File: src/rtl/ctd_pkg.sv
// Shared types, constants and the BCD lookup table for the countdown display.
// No dependencies; the modules of the block import this package.
package ctd_pkg;

   // Display mode, also the code on the result word's mode field
   typedef enum logic [1:0] {
      MODE_EDIT    = 2'd0,
      MODE_RUN     = 2'd1,
      MODE_EXPIRED = 2'd2,
      MODE_IDLE    = 2'd3
   } mode_type;

   // Register map of the configuration port
   typedef enum logic [1:0] {
      REG_DURATION = 2'd0,
      REG_HOURS    = 2'd1,
      REG_MINUTES  = 2'd2,
      REG_SECONDS  = 2'd3
   } reg_index_type;

   // Edit field codes; the fourth code selects nothing
   localparam logic [1:0] FIELD_HOURS   = 2'd0;
   localparam logic [1:0] FIELD_MINUTES = 2'd1;
   localparam logic [1:0] FIELD_SECONDS = 2'd2;
   localparam logic [1:0] FIELD_NONE    = 2'd3;

   localparam logic [31:0] MS_PER_CENTI         = 32'd10;
   localparam logic [31:0] MS_PER_SECOND        = 32'd1000;
   localparam logic [31:0] MS_PER_MINUTE        = 32'd60000;
   localparam logic [31:0] MS_PER_HOUR          = 32'd3600000;
   localparam logic [31:0] MS_PER_HUNDRED_HOURS = 32'd360000000;
   localparam logic [31:0] BLINK_HALF_MS        = 32'd500;

   localparam logic [6:0] HOUR_WRAP     = 7'd100;
   localparam logic [6:0] MIN_PER_HOUR  = 7'd60;
   localparam logic [6:0] SEC_PER_MIN   = 7'd60;
   localparam logic [6:0] CENTI_PER_SEC = 7'd100;

   // floor(2^32 / k): the product with a 32-bit value, shifted down by 32,
   // is the quotient or one short of it
   localparam logic [63:0] TWO_POW_32 = 64'h1_0000_0000;
   localparam logic [28:0] RECIP_CENTI   = 29'(TWO_POW_32 / 64'(MS_PER_CENTI));
   localparam logic [22:0] RECIP_SECOND  = 23'(TWO_POW_32 / 64'(MS_PER_SECOND));
   localparam logic [16:0] RECIP_MINUTE  = 17'(TWO_POW_32 / 64'(MS_PER_MINUTE));
   localparam logic [10:0] RECIP_HOUR    = 11'(TWO_POW_32 / 64'(MS_PER_HOUR));
   localparam logic [3:0]  RECIP_HUNDRED = 4'(TWO_POW_32 / 64'(MS_PER_HUNDRED_HOURS));
   localparam logic [23:0] RECIP_BLINK   = 24'(TWO_POW_32 / 64'(BLINK_HALF_MS));

   // Two BCD digits for every 7-bit value: tens taken modulo ten
   localparam int PAIR_VALUES = 128;
   typedef logic [PAIR_VALUES-1:0][7:0] bcd_table_type;

   function automatic bcd_table_type build_bcd_table();
      bcd_table_type t;
      logic [3:0]    tens;
      logic [3:0]    units;
      tens  = 4'd0;
      units = 4'd0;
      for (int i = 0; i < PAIR_VALUES; i++) begin
         t[i] = {tens, units};
         if (units == 4'd9) begin
            units = 4'd0;
            if (tens == 4'd9) begin
               tens = 4'd0;
            end else begin
               tens = tens + 4'd1;
            end
         end else begin
            units = units + 4'd1;
         end
      end
      return t;
   endfunction

   localparam bcd_table_type BCD_TABLE = build_bcd_table();

   // What travels alongside the time split to the display stage
   typedef struct packed {
      logic [31:0] remaining;
      mode_type    mode;
      logic        buzz;
      logic [1:0]  edit_field;
      logic [6:0]  hours;
      logic [5:0]  minutes;
      logic [5:0]  seconds;
   } side_type;

   typedef struct packed {
      side_type    side;
      logic [31:0] now;
   } timer_word_type;

   typedef struct packed {
      side_type   side;
      logic       blink_off;
      logic [6:0] hours;
      logic [5:0] minutes;
      logic [5:0] seconds;
      logic [6:0] centis;
   } split_word_type;

endpackage

File: src/rtl/ctd_if.sv


interface ctd_rsp_if;
   logic        valid;
   logic        ready;
   logic [31:0] digit_codes;
   logic [7:0]  blank_mask;
   logic        buzzer_fire;
   logic [31:0] remaining_ms;
   logic [1:0]  mode;

   modport source (
      output valid, digit_codes, blank_mask, buzzer_fire, remaining_ms, mode,
      input  ready
   );
   modport sink (
      input  valid, digit_codes, blank_mask, buzzer_fire, remaining_ms, mode,
      output ready
   );
endinterface


File: src/rtl/ctd_render.sv
// Display stage: picks the digit pairs by mode, applies edit blinking and
// holds the result word. Depends on ctd_pkg and ctd_if.
module ctd_render import ctd_pkg::*; (
   input  logic           clock,
   input  logic           reset,
   input  logic           in_valid,
   output logic           in_ready,
   input  split_word_type in_word,
   ctd_rsp_if.source      rsp_port
);

   logic        valid_ff;
   logic [31:0] digits_ff, digits_in;
   logic [7:0]  blank_ff, blank_in;
   logic        buzz_ff;
   logic [31:0] remaining_ff;
   mode_type    mode_ff;

   logic [6:0]  hours_v;
   logic [6:0]  minutes_v;
   logic [6:0]  seconds_v;
   logic [6:0]  centis_v;
   logic        blink_off;
   logic [31:0] pair_codes;
   logic [31:0] nibble_mask;

   assign in_ready  = !valid_ff || rsp_port.ready;
   assign blink_off = in_word.blink_off;

   always_comb begin
      hours_v   = in_word.side.hours;
      minutes_v = {1'b0, in_word.side.minutes};
      seconds_v = {1'b0, in_word.side.seconds};
      centis_v  = '0;
      blank_in  = '0;
      unique case (in_word.side.mode) inside
         MODE_RUN: begin
            hours_v   = in_word.hours;
            minutes_v = {1'b0, in_word.minutes};
            seconds_v = {1'b0, in_word.seconds};
            centis_v  = in_word.centis;
         end
         MODE_EDIT: begin
            if (blink_off) begin
               case (in_word.side.edit_field)
                  FIELD_HOURS:   blank_in = 8'hC0;
                  FIELD_MINUTES: blank_in = 8'h30;
                  FIELD_SECONDS: blank_in = 8'h0C;
                  default:       blank_in = 8'h00;
               endcase
            end
         end
         MODE_EXPIRED, MODE_IDLE: begin
         end
      endcase

      pair_codes = {BCD_TABLE[hours_v], BCD_TABLE[minutes_v],
                    BCD_TABLE[seconds_v], BCD_TABLE[centis_v]};
      for (int i = 0; i < 8; i++) begin
         nibble_mask[4*i +: 4] = {4{blank_in[i]}};
      end

      if (in_word.side.mode == MODE_EXPIRED) begin
         digits_in = '0;
      end else begin
         digits_in = pair_codes & ~nibble_mask;
      end
   end

   always_ff @(posedge clock) begin
      if (reset) begin
         valid_ff <= 1'b0;
      end else if (in_ready) begin
         valid_ff <= in_valid;
      end
   end

   always_ff @(posedge clock) begin
      if (in_valid && in_ready) begin
         digits_ff    <= digits_in;
         blank_ff     <= blank_in;
         buzz_ff      <= in_word.side.buzz;
         remaining_ff <= in_word.side.remaining;
         mode_ff      <= in_word.side.mode;
      end
   end

   assign rsp_port.valid        = valid_ff;
   assign rsp_port.digit_codes  = digits_ff;
   assign rsp_port.blank_mask   = blank_ff;
   assign rsp_port.buzzer_fire  = buzz_ff;
   assign rsp_port.remaining_ms = remaining_ff;
   assign rsp_port.mode         = mode_ff;

endmodule
File: src/flat_wrapper.sv
// flat-port wrapper written by rule: the top's interface ports become plain ports
module ctd_render_flat import ctd_pkg::*;
  (clock, reset, in_valid, in_ready, in_word, rsp_port_valid, rsp_port_digit_codes, rsp_port_blank_mask, rsp_port_buzzer_fire, rsp_port_remaining_ms, rsp_port_mode, rsp_port_ready);
  ctd_rsp_if rsp_port_i ();
  input  logic clock;
  input  logic reset;
  input  logic in_valid;
  output logic in_ready;
  input  split_word_type in_word;
  output wire logic [$bits(rsp_port_i.valid)-1:0] rsp_port_valid;
  output wire logic [$bits(rsp_port_i.digit_codes)-1:0] rsp_port_digit_codes;
  output wire logic [$bits(rsp_port_i.blank_mask)-1:0] rsp_port_blank_mask;
  output wire logic [$bits(rsp_port_i.buzzer_fire)-1:0] rsp_port_buzzer_fire;
  output wire logic [$bits(rsp_port_i.remaining_ms)-1:0] rsp_port_remaining_ms;
  output wire logic [$bits(rsp_port_i.mode)-1:0] rsp_port_mode;
  input wire logic [$bits(rsp_port_i.ready)-1:0] rsp_port_ready;
  assign rsp_port_valid = rsp_port_i.valid;
  assign rsp_port_digit_codes = rsp_port_i.digit_codes;
  assign rsp_port_blank_mask = rsp_port_i.blank_mask;
  assign rsp_port_buzzer_fire = rsp_port_i.buzzer_fire;
  assign rsp_port_remaining_ms = rsp_port_i.remaining_ms;
  assign rsp_port_mode = rsp_port_i.mode;
  assign rsp_port_i.ready = rsp_port_ready;
  ctd_render u_core (.clock(clock), .reset(reset), .in_valid(in_valid), .in_ready(in_ready), .in_word(in_word), .rsp_port(rsp_port_i));
endmodule
File: config.mk
export PLATFORM = sky130hd
export DESIGN_NAME = ctd_render_flat
export DESIGN_NICKNAME = d
export VERILOG_FILES = /design/src/rtl/ctd_pkg.sv /design/src/rtl/ctd_if.sv /design/src/rtl/ctd_render.sv /design/src/flat_wrapper.sv
export SDC_FILE = /design/constraint.sdc
export NUM_CORES = 1
export LEC_CHECK = 0
export ABC_AREA = 1
export BUFFER_PORTS_ARGS = -buffer_cell sky130_fd_sc_hd__buf_4
export CORE_UTILIZATION = 54
export DETAILED_ROUTE_END_ITERATION = 8
export PLACE_DENSITY_LB_ADDON = 0.12
export SYNTH_ARGS = -nofsm -noshare
export SYNTH_HDL_FRONTEND = slang
export SYNTH_SLANG_ARGS = --single-unit
File: constraint.sdc
create_clock -name clock -period 9.33 [get_ports clock]
set_input_delay 1.3995 -clock clock [delete_from_list [all_inputs] [get_ports clock]]
set_output_delay 1.3995 -clock clock [all_outputs]
set_load 0.02 [all_outputs]
## After elaboration in Yosys (flattened, before gate mapping)

Memories as Yosys holds them, arrays and structs flattened.
Cells that the tools add are included.

- Order comparisons: 4
- Eq/ne operators: 4
- Multiplexer cells: 11
- Bitwise gates (word level): 2
- Reduce and logical (&&, ||, !) cells: 5

Operator list:

| operator | count |
|---|---|
| $mux W8 | 6 |
| $and A32 B32 Y32 | 1 |
| $not A32 Y32 | 1 |
| $pmux W8 S3 | 1 |
| $lt A6 B8 Y1 const B | 2 |
| $lt A7 B8 Y1 const B | 2 |
| $mux W7 | 2 |
| $mux W6 | 2 |
| $eq A2 B1 Y1 const B | 2 |
| $eq A2 B2 Y1 const B | 2 |
| $logic_not A2 Y1 | 2 |
| $logic_and A1 B1 Y1 | 1 |
| $logic_not A1 Y1 | 1 |
| $logic_or A1 B1 Y1 | 1 |

- Register bits after elaboration: 76
- ROM bits: 4096
- Output and inout port bits: 77
- Memories kept: 4

Memory list:

| memory | depth | width | rd ports | clocked after Yosys merged registers in | write ports | line | RTL |
|---|---|---|---|---|---|---|---|
| (no name shown) | 128 | 8 | 1 | 0 | 0 | ctd_render.sv:58 | `BCD_TABLE[seconds_v], BCD_TABLE[centis_v]};` |
| (no name shown) | 128 | 8 | 1 | 0 | 0 | ctd_render.sv:58 |  |
| (no name shown) | 128 | 8 | 1 | 0 | 0 | ctd_render.sv:57 | `pair_codes = {BCD_TABLE[hours_v], BCD_TABLE[minutes_v],` |
| (no name shown) | 128 | 8 | 1 | 0 | 0 | ctd_render.sv:57 |  |

## Logic depth before layout (Yosys ltp)

Gate-level depths: netlist of the first run.

- Depth in word-level cells: 6
- Gate-level depth with buffers: 16
- Gate-level depth less buffers: 14

## Worst setup path after synthesis of the first run

No wires, ideal clock.

- Kind: input-to-reg
- Start point: input in_valid
- End point: register u_core.blank_ff[3], in the netlist u_core.rsp_port.blank_mask[3], enable pin
- Library setup time: 0.517 ns
- Arrival: 4.739 ns
- Required time: 8.813 ns
- Path slack: 4.074 ns
- Stages on the path: 2
- Cells stage by stage: inv_1 > a21oi_1

- Word-level cells in the longest chain between the ends: 1

RTL lines:

| item | line | RTL |
|---|---|---|
| start: declaration | flat_wrapper.sv:7 | `input logic in_valid;` |
| $logic_and A1 B1 Y1 | ctd_render.sv:79 | `if (in_valid && in_ready) begin` |
| end signal: assignment | ctd_render.sv:81 | `blank_ff <= blank_in;` |
| end: declaration | ctd_render.sv:14 | `logic [7:0] blank_ff, blank_in;` |

Every way passes these cells.
A chain may end at the register's enable or synchronous reset.

## Worst setup path after layout of the first run

- Start point: input in_word[49] (netlist name)
- End point: register u_core.digits_ff[2], in the netlist u_core.rsp_port.digit_codes[2] (data pin)

- Word-level cells in the longest chain between the ends: 5

RTL lines:

| item | line | RTL |
|---|---|---|
| start: declaration | flat_wrapper.sv:9 | `input split_word_type in_word;` |
| $eq A2 B1 Y1 (no source line) | n/a |  |
| $mux W7 | ctd_render.sv:36 | `unique case (in_word.side.mode) inside` |
| $mem_v2 Z128 W8 | n/a |  |
| $mux W8 (implied by the code) | ctd_render.sv:58 |  |
| $and A32 B32 Y32 | ctd_render.sv:66 | `digits_in = pair_codes & ~nibble_mask;` |
| end signal: assignment | ctd_render.sv:80 | `digits_ff <= digits_in;` |
| end: declaration | ctd_render.sv:13 | `logic [31:0] digits_ff, digits_in;` |

Parallel ways exist; a longest one is shown, timed or not. The select of a mux whose other input is x is not followed.

==> run summary, run 1 <==
vias per std cell -> 5.31
final core utilization -> 74.8%
min-delay worst type -> reg -> reg
share of cells above drive strength 1 -> 30.5%
Total GRT Usage -> 28.2%
async set or reset register ratio after synthesis -> 0%
GP Congestion -> 0.927
chip height -> 91.6 µm
area fraction of the dominant cell type after synthesis -> 47.1%
Peak Freq -> 0.261 GHz
Initial Utilization -> 56.1%
Worst EP required -> 9420 ps
#FFs+latches synth -> 69
DP HPWL -> 8890 µm
routed wire length -> 11700 µm
status -> finished, final reports clean
number of max-cap violations -> 0
die width -> 91.6 µm
top-count cell post-synth -> nand2_1
placement row count -> 32
Setup Buffers After CTS -> 0
min cycle time layout -> 3830 ps
Leak -> 0.00279 µW
Vias -> 4235
WL per Instance -> 14.7 µm
CTS max path bufs -> 2
Clock Latency Late Sink -> 340 ps
Data arrival, critical path -> 3930 ps
skew final -> 9.64 ps
DIE AREA -> 8380 µm²
CP Class -> in -> reg
Worst Setup Slack, final -> 5500 ps
Nets -> 785
number of remaining DRC errors -> 0
CTS resizes -> 0
CTS tree -> built
part of the cycle the worst path needs -> 41.1%
Area Growth Syn to Fin -> 33.5%
cts hold-fix bufs -> 0
crit path max fanout -> 20
Core ar. -> 7730 µm²
I/O pins -> 164
global route overflow -> 0
H-tree lvl count -> 3
Post-synth top cells -> nand2_1 (167), edfxtp_1 (68), inv_1 (62), nor2_1 (48), o21ai_0 (38)
endpoints failing setup -> 0
Syn Inst Count -> 534
initial antenna violation count -> 0
post-synthesis sequential area ratio -> 47.6%
first-pass GRT wire length -> 18400 µm
vias in the first global route -> 3883
CTS Sinks -> 69
area leader, netlist -> edfxtp_1
pre-CTS setup slack -> 5190 ps
most used flip-flop cell after synthesis -> edfxtp_1
Worst-Margin Slew -> 1310 ps
RSZ-0062 raised after global routing -> false
port bufs -> 159
Peak VDD IR -> 66.4 µV
dpl cell area -> 5560 µm²
Worst-path clk slew -> 80 ps
CP Launch Type -> input port
design area -> 5780 µm²
Final ANT Viol Nets -> 0
1st-pass router iterations -> 5
distinct cell type count after synthesis -> 38
final slew viol count -> 0
hold violation total from the final report -> 0
DR iter-0 viols -> 239
largest net degree at the start of global routing -> 46
Yosys Warn Count -> 0
Crit. End Element -> register
clk root buf -> clkbuf_8
Power Density -> 152 nW/µm²
Synth Cell Area -> 4330 µm²
mean post-synth cell area -> 8.11 µm²
n_diodes -> 0
Slew HR -> 12.0%
top post-synthesis cells by area -> edfxtp_1 (47%), nand2_1 (14%), inv_1 (5.4%)
total negative slack -> 0 ps
Num CTS Buffers -> 9
Post-synth EDFFs -> 68
FILL cells -> 573
Pwr Total -> 877 µW
==> metal layers <==
| metal | track usage [%] | wire (µm) | up-vias |
|---|---|---|---|
| met5 | 0 | 0 | - |
| met2 | 48.8 | 5930 | 216 |
| met3 | 3.35 | 877 | 27 |
| li1 | - | - | 2080 |
| met4 | 13.6 | 329 | 0 |
| met1 | 34.8 | 4600 | 1912 |
==> cell families (layout without fill, tap and decap cells) <==
logic type	after synthesis	after routing	share of synthesized area [%]
AND/OR/NAND/NOR	280	280	27.8
other	1	4	0.0866
flip-flops	69	69	47.6
buffers and inverters	83	242	8.52
AO/OA/AOI/OAI	93	93	13.7
XOR/XNOR	1	1	0.202
adder cells (fa/ha/maj)	7	7	2.02
==> critical path, cell delays in order <==
cell     delay [ps]
buf_4           180
inv_1            50
nor2_1          980
nand2_1         580
inv_1           370
nand3_1         120
o21ai_0          80
nand2_1          70
nand2_1          60
nor2_1           30
==> flip-flops by register name, summed over array words and instances (netlist names) <==
name and flops:
u_core.rsp_port.blank_mask 3, u_core.rsp_port.buzzer_fire 1, u_core.rsp_port.digit_codes 30, u_core.rsp_port.mode 2, u_core.rsp_port.remaining_ms 32, u_core.rsp_port.valid 1
==> per-stage QoR <==
| stage | std cells | hold slack (ps) |
|---|---|---|
| floorplan | 537 | 705 |
| CTS | 798 | 539 |
| detailed placement | 782 | 527 |
| global placement | 782 | 524 |
| global route | 798 | 580 |
| finish | 798 | 534 |
==> report_power, final <==
| group | internal, µW | total [µW] | switching, µW | leakage (µW) |
|---|---|---|---|---|
| Combinational | 89.3 | 231 | 142 | 0.00201 |
| Clock | 153 | 269 | 116 | 0.000107 |
| Sequential | 369 | 376 | 6.91 | 0.000675 |
| Total | 612 | 877 | 265 | 0.00279 |
==> layout make-up <==
type                    count  area (µm²)  area share, %
flip-flops and latches     69        2060           35.7
repair buffers            160        1200           20.8
multi-input cells         385        1920           33.3
inverters                  66         248           4.28
well taps                 102         128           2.21
clock buffers              10         128           2.21
clock inverters             6        93.8           1.62
==> path summary, 6_finish.rpt <==
check	start	to	slack, ps	depth (start not counted)
max	in_word[49]	u_core.rsp_port.digit_codes[2]	5500	10
min	u_core.rsp_port.valid	u_core.rsp_port.valid	530	2
max reg2reg	u_core.rsp_port.valid	u_core.rsp_port.remaining_ms[25]	7320	2
min reg2reg	u_core.rsp_port.valid	u_core.rsp_port.valid	530	2
==> placed cells by master, fill, tap and decap left out, types with 3 or more instances in the layout <==
cell / n
nor2_2: 3
nor2_1: 48
inv_2: 4
buf_4: 160
o21ai_4: 5
a21oi_1: 24
o21ai_2: 6
nand4_1: 4
a21oi_2: 3
inv_1: 62
edfxtp_1: 68
o211ai_1: 9
ha_1: 7
clkbuf_8: 9
conb_1: 4
nand3_1: 37
nor2_4: 3
o21ai_0: 38
nand2_1: 167
nand2_2: 8
No activity file was read; power rests on OpenSTA's default activity.
==> run 2: changes to the inputs <==
ABC_AREA = 0   (was 1)
CORE_UTILIZATION = 46   (was 54)
clock period = 3.1 ns   (was 9.33 ns; I/O delays follow)
==> run summary, run 2 <==
status -> finished, final reports clean (unchanged)
Power Density -> 444 nW/µm² (was 152 nW/µm²)
Yosys Warn Count -> 0 (unchanged)
Core ar. -> 9420 µm² (was 7730 µm²)
Crit. End Element -> register (unchanged)
hold slack -> 260 ps (was 534 ps)
Vias -> 4001 (was 4235)
Worst EP required -> 3210 ps (was 9420 ps)
top post-synthesis cells by area -> edfxtp_1 (45%), nor2_1 (4.0%), a21oi_1 (3.8%) (was edfxtp_1 (47%), nand2_1 (14%), inv_1 (5.4%))
skew final -> 11.4 ps (was 9.64 ps)
min cycle time layout -> 2310 ps
total negative slack -> 0 ps (unchanged)
final slew viol count -> 0 (unchanged)
initial antenna violation count -> 0 (unchanged)
area leader, netlist -> edfxtp_1 (unchanged)
CTS tree -> built (unchanged)
FILL cells -> 791 (was 573)
placement row count -> 35 (was 32)
Pwr Total -> 2680 µW (was 877 µW)
critical path's largest stage delay -> 430 ps (was 980 ps)
most frequent cells in the layout -> buf_4 (165), edfxtp_1 (68), nor2_1 (48) (was nand2_1 (167), buf_4 (160), edfxtp_1 (68))
largest net degree at the start of global routing -> 69 (was 46)
clk root buf -> clkbuf_8 (unchanged)
Post-synth EDFFs -> 68 (unchanged)
area fraction of the dominant cell type after synthesis -> 44.8% (was 47.1%)
final core utilization -> 64.2% (was 74.8%)
first-pass GRT wire length -> 18200 µm (was 18400 µm)
Peak VDD IR -> 277 µV (was 66.4 µV)
Initial Utilization -> 48.4% (was 56.1%)
crit-path cells -> buf_4 -> nand2b_2 -> buf_4 -> mux2i_1 -> a21oi_1 -> a21o_1 -> a32o_1 (was buf_4 -> inv_1 -> nor2_1 -> nand2_1 -> inv_1 -> nand3_1 -> o21ai_0 -> nand2_1 -> nand2_1 -> nor2_1)
Clock Latency Late Sink -> 340 ps (about the same)
top-count cell post-synth -> edfxtp_1 (was nand2_1)
share of cells above drive strength 1 -> 39.5% (was 30.5%)
Peak Freq -> 0.433 GHz
part of the cycle the worst path needs -> 74.5%
Final ANT Viol Nets -> 0 (unchanged)
Leak -> 0.00252 µW (was 0.00279 µW)
RSZ-0062 raised after global routing -> false (unchanged)
global route overflow -> 0 (unchanged)
CP Class -> in -> reg (unchanged)
Area Growth Syn to Fin -> 32.7% (was 33.5%)
distinct cell type count after synthesis -> 68 (was 38)
cell mode on critical path -> buf_4 (was nand2_1)
Synth Cell Area -> 4560 µm² (was 4330 µm²)
CTS max path bufs -> 2 (unchanged)
CTS resizes -> 0 (unchanged)
most used flip-flop cell after synthesis -> edfxtp_1 (unchanged)
crit path max fanout -> 17 (was 20)
I/O pins -> 164 (unchanged)
H-tree lvl count -> 3 (unchanged)
Setup Buffers After CTS -> 0 (unchanged)
async set or reset register ratio after synthesis -> 0% (unchanged)
Worst-path clk slew -> 80 ps (about the same)
CP max-delay cell -> nand2b_2 (was nor2_1)
Critical path origin -> in_word[50] (was in_word[49])
number of remaining DRC errors -> 0 (unchanged)
routed wire length -> 11800 µm (was 11700 µm)
#FFs+latches synth -> 69 (unchanged)
chip height -> 102 µm (was 91.6 µm)
vias per std cell -> 5.54 (was 5.31)
WL per Instance -> 16.4 µm (was 14.7 µm)
Num CTS Buffers -> 9 (unchanged)
design area -> 6040 µm² (was 5780 µm²)
DR iter-0 viols -> 228 (was 239)
Slew HR -> 64.5% (was 12.0%)
die width -> 102 µm (was 91.6 µm)
Reg-to-Reg End -> u_core.rsp_port.digit_codes[2] (was u_core.rsp_port.remaining_ms[25])
Total GRT Usage -> 22.6% (was 28.2%)
number of max-cap violations -> 0 (unchanged)
DP HPWL -> 8970 µm (was 8890 µm)
vias in the first global route -> 3694 (was 3883)
number of flip-flops under the largest register name -> 32 (unchanged)
hold violation total from the final report -> 0 (unchanged)
Worst-Margin Slew -> 523 ps (was 1310 ps)
cts hold-fix bufs -> 0 (unchanged)
Post-synth top cells -> edfxtp_1 (68), nor2_1 (48), nand2_1 (36), a21oi_1 (35), o21ai_0 (25) (was nand2_1 (167), edfxtp_1 (68), inv_1 (62), nor2_1 (48), o21ai_0 (38))
CP Launch Type -> input port (unchanged)
Reg2Reg Depth -> 3 (was 2)
commonest non-fill, non-tap cell in the layout -> buf_4 (was nand2_1)
reg2reg setup slack -> 1790 ps (was 7320 ps)
Data arrival, critical path -> 2420 ps (was 3930 ps)
RR Startpoint -> u_core.rsp_port.valid (unchanged)
Worst Setup EP -> u_core.rsp_port.digit_codes[27] (was u_core.rsp_port.digit_codes[2])
n_diodes -> 0 (unchanged)
Syn Inst Count -> 434 (was 534)
1st-pass router iterations -> 4 (was 5)
min-delay worst type -> in -> reg (was reg -> reg)
endpoints failing setup -> 0 (unchanged)
CTS Sinks -> 69 (unchanged)
port bufs -> 159 (unchanged)
dpl cell area -> 5810 µm² (was 5560 µm²)
mean post-synth cell area -> 10.5 µm² (was 8.11 µm²)
DIE AREA -> 10300 µm² (was 8380 µm²)
post-synthesis sequential area ratio -> 45.3% (was 47.6%)
GP Congestion -> 0.899 (was 0.927)
Nets -> 682 (was 785)
run 2: changes by cell type in the layout (fill, tap and decap cells not counted), moves of 11 or more:
cell	delta
nand2_1	-131
inv_1	-46
nand3_1	-30
mux2i_1	+16
nor3_1	+13
o21ai_0	-13
a21oi_1	+11
run 2: how the worst min path moves through the flow:
stage | cells past startpoint | startpoint | endpoint | slack (ps)
after detailed placement | 2 | u_core.rsp_port.valid | u_core.rsp_port.valid | 530
final | 2 | reset | u_core.rsp_port.valid | 260
after global placement | 2 | u_core.rsp_port.valid | u_core.rsp_port.valid | 500
after global routing | 2 | reset | u_core.rsp_port.valid | 250
after CTS | 2 | reset | u_core.rsp_port.valid | 250
after floorplan | 1 | reset | u_core.rsp_port.valid | 530
run 2: logic make-up after synthesis:
family,synth area share (%)
other,0.0823
AND/OR/NAND/NOR,17.1
multiplexers,8.24
XOR/XNOR,0.192
flip-flops,45.3
AO/OA/AOI/OAI,21.0
adder cells (fa/ha/maj),2.36
buffers and inverters,5.77
run 2: layout make-up:
| cell class | count | area (µm²) | area share, % |
|---|---|---|---|
| clock inverter | 7 | 106 | 1.76 |
| clock buffer | 9 | 124 | 2.05 |
| inverter | 17 | 63.8 | 1.06 |
| sequential | 69 | 2060 | 34.1 |
| tap | 129 | 161 | 2.67 |
| timing repair buffer | 167 | 1280 | 21.2 |
| multi-input combinational | 324 | 2250 | 37.2 |
run 2: power breakdown:
part,internal (µW),switching [µW],leakage [µW]
sequential,1110,19.1,0.000675
combinational,310,399,0.00173
clock,467,379,0.000116
run 2: metrics by stage:
| stage | cells | worst slack [ps] |
|---|---|---|
| after floorplan | 437 | 305 |
| after global placement | 706 | 535 |
| after detailed placement | 706 | 436 |
| after CTS | 722 | 803 |
| after global routing | 722 | 679 |
| final | 722 | 790 |
run 2: metal layers:
metal  GRT usage, %  vias up  wire length (µm)
met5              0        -                 0
met4           7.47        0               140
met3           3.17        9               747
met2           38.3      156              5850
met1           29.8     1886              5110
li1               -     1950                 -
run 2: worst max-delay path: cells and delay by family:
kind                   cells  cell delay (ps)
multiplexers               1              410
AND/OR/NAND/NOR            1              430
buffers and inverters      2              510
AO/OA/AOI/OAI              3              590
